$ cat config.mk
export PLATFORM = sky130hd
export DESIGN_NAME = svm_lane
export DESIGN_NICKNAME = d
export VERILOG_FILES = /design/src/design/svm_pkg.sv /design/src/design/svm_lane.sv
export SDC_FILE = /design/constraint.sdc
export NUM_CORES = 2
export LEC_CHECK = 0
export CAP_MARGIN = 20
export CORE_MARGIN = 10
export CORE_UTILIZATION = 65
export DETAILED_ROUTE_END_ITERATION = 6
export DONT_BUFFER_PORTS = 1
export GPL_TIMING_DRIVEN = 0
export HOLD_SLACK_MARGIN = 0.08
export PLACE_DENSITY = 0.81
export SLEW_MARGIN = 20
export SYNTH_ARGS = -nofsm -noshare
export SYNTH_HDL_FRONTEND = slang
export SYNTH_SLANG_ARGS = --single-unit
$ cat constraint.sdc
create_clock -name clk -period 7.7 [get_ports clk]
set_input_delay 0.385 -clock clk [delete_from_list [all_inputs] [get_ports clk]]
set_output_delay 0.385 -clock clk [all_outputs]
set_load 0.02 [all_outputs]
$ cat src/design/svm_pkg.sv
// ----------------------------------------------------------------------------
// svm_pkg: shared types and constants for the stereo voice mixer
// Holds the frame and result item layouts, the per-voice coefficient
// record and the fixed widths of the mix datapath.
// ----------------------------------------------------------------------------
package svm_pkg;

    localparam int LAYOUT_VOICES  = 4;
    localparam int NUM_VOICES_DEF = 4;

    localparam int SAMPLE_W    = 16;
    localparam int ATTEN_W     = 13;
    localparam int PAN_W       = 14;
    localparam int COEF_W      = 13;
    localparam int PROD1_W     = 29;
    localparam int TERM_W      = 42;
    localparam int SUM_W       = 44;
    localparam int MIX_SHIFT   = 24;
    localparam int OUT_W       = 16;
    localparam int SCALED_W    = SUM_W - MIX_SHIFT;
    localparam int CFG_INDEX_W = 3;
    localparam int CFG_DATA_W  = 14;
    localparam int VOICE_IDX_W = 2;

    localparam int Q12_ONE   = 4096;
    localparam int PAN_RESET = 2048;
    localparam int OUT_MAX   = 32767;
    localparam int OUT_MIN   = -32768;

    localparam logic [SUM_W-1:0] TRUNC_BIAS = SUM_W'((1 << MIX_SHIFT) - 1);

    // Low bit of the register index selects the register kind of a voice
    localparam logic REG_KIND_ATTEN = 1'b0;
    localparam logic REG_KIND_PAN   = 1'b1;

    typedef logic signed [SAMPLE_W-1:0] sample_t;
    typedef logic [COEF_W-1:0]          coef_t;
    typedef logic signed [TERM_W-1:0]   term_t;

    typedef struct packed {
        coef_t gain;
        coef_t pan_left;
        coef_t pan_right;
    } voice_coef_t;

    typedef struct packed {
        logic signed [SAMPLE_W-1:0] voice0_left;
        logic signed [SAMPLE_W-1:0] voice0_right;
        logic signed [SAMPLE_W-1:0] voice1_left;
        logic signed [SAMPLE_W-1:0] voice1_right;
        logic signed [SAMPLE_W-1:0] voice2_left;
        logic signed [SAMPLE_W-1:0] voice2_right;
        logic signed [SAMPLE_W-1:0] voice3_left;
        logic signed [SAMPLE_W-1:0] voice3_right;
        logic [LAYOUT_VOICES-1:0]   active_mask;
        logic                       last_in_block;
    } mix_in_t;

    typedef struct packed {
        logic signed [OUT_W-1:0] left_out;
        logic signed [OUT_W-1:0] right_out;
        logic                    last_out;
    } mix_out_t;

endpackage

$ cat src/design/svm_lane.sv
// ----------------------------------------------------------------------------
// svm_lane: two-stage gain and pan multiply for one voice
// Stage one scales both samples by the voice gain, stage two by the pan
// factor of each channel. An inactive voice yields zero terms.
// ----------------------------------------------------------------------------
module svm_lane
    import svm_pkg::*;
(
    input  logic        clk,
    input  sample_t     sample_left,
    input  sample_t     sample_right,
    input  logic        active,
    input  voice_coef_t coef,
    output term_t       term_left,
    output term_t       term_right
);

    logic signed [PROD1_W-1:0] prod_left_reg;
    logic signed [PROD1_W-1:0] prod_right_reg;
    logic signed [PROD1_W-1:0] prod_left_next;
    logic signed [PROD1_W-1:0] prod_right_next;
    logic signed [PROD1_W:0]   samp_left_ext;
    logic signed [PROD1_W:0]   samp_right_ext;
    logic signed [PROD1_W:0]   gain_ext;
    logic signed [PROD1_W:0]   full_left1;
    logic signed [PROD1_W:0]   full_right1;
    term_t                     term_left_reg;
    term_t                     term_right_reg;
    term_t                     term_left_next;
    term_t                     term_right_next;
    term_t                     prod_left_ext;
    term_t                     prod_right_ext;
    term_t                     pan_left_ext;
    term_t                     pan_right_ext;

    // Stage one: sample times gain, zero when the voice is idle
    always_comb
    begin
        samp_left_ext   = (PROD1_W + 1)'(sample_left);
        samp_right_ext  = (PROD1_W + 1)'(sample_right);
        gain_ext        = $signed({{(PROD1_W + 1 - COEF_W){1'b0}}, coef.gain});
        full_left1      = samp_left_ext * gain_ext;
        full_right1     = samp_right_ext * gain_ext;
        prod_left_next  = active ? full_left1[PROD1_W-1:0] : '0;
        prod_right_next = active ? full_right1[PROD1_W-1:0] : '0;
    end

    // Stage two: apply the pan factor of each channel
    always_comb
    begin
        prod_left_ext   = TERM_W'(prod_left_reg);
        prod_right_ext  = TERM_W'(prod_right_reg);
        pan_left_ext    = $signed({{(TERM_W - COEF_W){1'b0}}, coef.pan_left});
        pan_right_ext   = $signed({{(TERM_W - COEF_W){1'b0}}, coef.pan_right});
        term_left_next  = prod_left_ext * pan_left_ext;
        term_right_next = prod_right_ext * pan_right_ext;
    end

    always_ff @(posedge clk)
    begin
        prod_left_reg  <= prod_left_next;
        prod_right_reg <= prod_right_next;
        term_left_reg  <= term_left_next;
        term_right_reg <= term_right_next;
    end

    assign term_left  = term_left_reg;
    assign term_right = term_right_reg;

endmodule

==> impl_metrics.csv <==
group,metric,value,unit
outcome,status,"finished clean",
detailed_routing,route.detailed.drc,0,
detailed_routing,initialDrtViolationCount,2622,
detailed_routing,met3_length,12340,um
synth,syn_nets,6507,
place,gp_congestion,0.9616,
final_layout,area_delta_synth_final,3.936,%
grt,grt_max_degree,17,
final_layout,fillers,5370,
synth,syn_inst,5020,
critical_path,startpoint_type,"flop",
detailed_routing,drt_pass1_iterations,5,
clock_tree,clkTransAtPathRegs,60,ps
clock_tree,root_buffer,"clkbuf_16",
detailed_routing,routed_via_density,5.590,
floorplanning,fp.dieW,283.5,um
critical_path,cp_max_fo,10,
floorplanning,num_rows,96,
grt,grt_first_pass_wirelength,189600,um
detailed_routing,wl_per_cell,19.15,um
timing,relSlewSlack,0.3221,
timing,hold_viol,0,
place,hpwl,96670,um
timing,rsz0062_at_grt,"no",
synth,ys_ff_latch,142,
critical_path,ff2ff_path_depth,21,
critical_path,slowest_delay,590,ps
synth,avgSynthCellArea,8.992,sq um
synth,yosys_warnings,0,
critical_path,crit_path_frequent_cell,"fa_1",
critical_path,startpoint,"prod_left_reg[16]$_SDFF_PN0_",
clock_tree,cts_buffers,17,
synth,ys_async_sr_fraction,0,
floorplanning,die_area,0.08039,sq mm
critical_path,critPathArrivalTime,7670,ps
grt,grt_pass1_vias,36960,
floorplanning,start_util,0.6570,
floorplanning,fp.dieH,283.5,um
clock_tree,clk_path_buf_depth,2,
critical_path,worst-path-stages,21,
detailed_routing,met2_length,53850,um
timing,setup-tns-final,0,ps
detailed_routing,drtAntennaViolNets,0,
critical_path,r2r-end,"term_left[41]$_DFF_P_",
clock_tree,htree_levels,4,
critical_path,end_kind,"flop",
synth,synth_flop_cell,"dfxtp_1",
clock_tree,post_cts_buffers,0,
grt,antenna_found_initial,4,
detailed_routing,drt-total-wl,114700,um
critical_path,path_class,"reg -> reg",
detailed_routing,num_vias,33470,
synth,synth_area,0.04514,sq mm
final_layout,layout-drive-gt1-share,0.01068,
clock_tree,cts_tree,"built",
run,cap_violations,0,
timing,finalClockSkew,18.55,ps
synth,ys_types,74,
timing,fin_crit_sh,0.9538,
clock_tree,clkLatencyLatePin,500,ps
critical_path,crit_family,"adder cells",
clock_tree,cts_sinks,142,
timing,tightest_slew,1017,ps
detailed_routing,wl_met1,42460,um
synth,ys_seq_area_frac,0.06297,
grt,grtUsageTotal,0.2986,
place,portBuffers,0,
timing,timing.fmax,136.2,MHz
timing,drv_slew,0,
critical_path,slowest_stage,"fa_1",
final_layout,nets,6528,
critical_path,cp.required,8020,ps
timing,period_needed,7344,ps
grt,grt_overflow,0,
critical_path,endpoint,"term_left[41]$_DFF_P_",
critical_path,rrSetupSlack,360,ps
floorplanning,boundaryPins,157,
synth,synth_edf_count,0,
critical_path,rr_startpoint,"prod_left_reg[16]$_SDFF_PN0_",
critical_path,critPathBufInv,4,
detailed_routing,top_layer,"met5",
timing,setup_viol,0,
critical_path,crit_chain,"clkbuf_1 -> nand2_1 -> fa_1 -> fa_1 -> inv_1 -> fa_1 -> fa_1 -> fa_1 -> inv_1 -> fa_1 -> inv_1 -> ha_1 -> nand2_1 -> a21oi_1 -> a221oi_1 -> o211ai_1 -> a31oi_1 -> o221a_2 -> o21ai_1 -> and4_1 -> nor3_1",
floorplanning,core_area,0.06871,sq mm
min_path,min_path_type,"in -> reg",
==> routing by layer <==
| metal | vias to the layer above | GRT usage |
|---|---|---|
| li1 | 14660 | - |
| met1 | 16800 | 0.3623 |
| met2 | 1619 | 0.4918 |
| met3 | 397 | 0.08085 |
| met4 | 2 | 0.1400 |
| met5 | - | 0 |
==> cell usage after synthesis, types with 5 or more instances <==
cell type,n,area share
o31a_1,6,0.0012
a211oi_1,17,0.0028
clkbuf_1,210,0.017
nor4_1,6,0.00083
a31oi_1,10,0.0014
nor2_1,92,0.0076
a21o_1,57,0.0095
dfxtp_1,142,0.063
o211ai_1,11,0.0018
fa_1,1078,0.48
nand2b_1,17,0.0024
nand3_1,18,0.0020
nand4_1,9,0.0012
ha_1,336,0.093
xor2_1,35,0.0068
and3_1,17,0.0024
nor3_1,20,0.0022
nor3b_1,5,0.00083
nor2b_1,8,0.0011
a21oi_1,122,0.014
o21ai_1,13,0.0014
o21ai_0,56,0.0062
inv_1,1270,0.11
nand2_1,662,0.055
xnor2_1,100,0.019
and2_1,591,0.082
o21a_1,19,0.0032
o21bai_1,21,0.0035
==> worst min-delay path by stage <==
stage / startpoint / endpoint / slack (ps) / cells after the start
4_1_cts: active / prod_right_reg[27]$_SDFF_PN0_ / 200 / 3
6_report: active / prod_right_reg[27]$_SDFF_PN0_ / 230 / 3
3_3_place_gp: prod_left_reg[0]$_SDFF_PN0_ / term_left[0]$_DFF_P_ / 560 / 1
5_1_grt: active / prod_right_reg[27]$_SDFF_PN0_ / 220 / 3
3_5_place_dp: prod_left_reg[0]$_SDFF_PN0_ / term_left[0]$_DFF_P_ / 550 / 1
2_1_floorplan: prod_left_reg[0]$_SDFF_PN0_ / term_left[0]$_DFF_P_ / 460 / 1
==> cell type report <==
cell class | instances | area, sq um | area share
Sequential cell | 142 | 2843 | 0.06059
Timing Repair Buffer | 2 | 20.02 | 0.0004267
Tap cell | 931 | 1165 | 0.02483
Antenna cell | 3 | 7.507 | 0.0001600
Buffer | 215 | 817.0 | 0.01741
Multi-Input combinational cell | 3392 | 36720 | 0.7826
Clock buffer | 17 | 425.4 | 0.009067
Inverter | 1271 | 4771 | 0.1017
Clock inverter | 15 | 150.1 | 0.003200
==> kinds of logic after synthesis <==
logic type,after synthesis,share of synthesized area
AND/OR/NAND/NOR,1461,0.1603
AO/OA/AOI/OAI,377,0.05458
adder cells (fa/ha/maj),1414,0.5712
multiplexers,5,0.001136
XOR/XNOR,135,0.02619
flip-flops,142,0.06297
buffers and inverters,1486,0.1236
==> worst register-to-register path: cells and delay by family, from the launching register on <==
kind	cells	cell delay, ps
AO/OA/AOI/OAI	6	1540
flip-flops	1	400
AND/OR/NAND/NOR	4	1090
adder cells (fa/ha/maj)	7	3430
buffers and inverters	4	750
==> placed cells by master (no fill, tap or decap), types with 56 or more instances in the layout <==
| master | count |
|---|---|
| o21ai_0 | 56 |
| and2_1 | 591 |
| nand2_1 | 662 |
| ha_1 | 336 |
| xnor2_1 | 100 |
| a21oi_1 | 122 |
| a21o_1 | 57 |
| dfxtp_1 | 142 |
| nor2_1 | 92 |
| inv_1 | 1270 |
| fa_1 | 1078 |
| clkbuf_1 | 203 |
==> per-stage QoR <==
stage,std cells,area (sq um),util,setup WS [ps],hold WS [ps]
after floorplan,5020,45140,-,1426,457.1
after global placement,5951,46310,0.6740,124.9,555.6
after detailed placement,5951,46310,0.6740,34.77,551.3
after CTS,5985,46900,0.6827,305.1,198.3
after global routing,5986,46910,0.6828,19.45,224.9
final,5988,46920,0.6829,356.0,225.3
==> timing repair <==
action | in CTS | in global routing
hold endpoints to repair | 2 | 0
endpoints found under the setup margin | 0 | 1
hold buffers | 2 | 0
gates resized for setup | 0 | 14
Power is left out: the tool's default activity adds up to more than one toggle a clock period on the data nets, which glitch-free logic cannot reach.
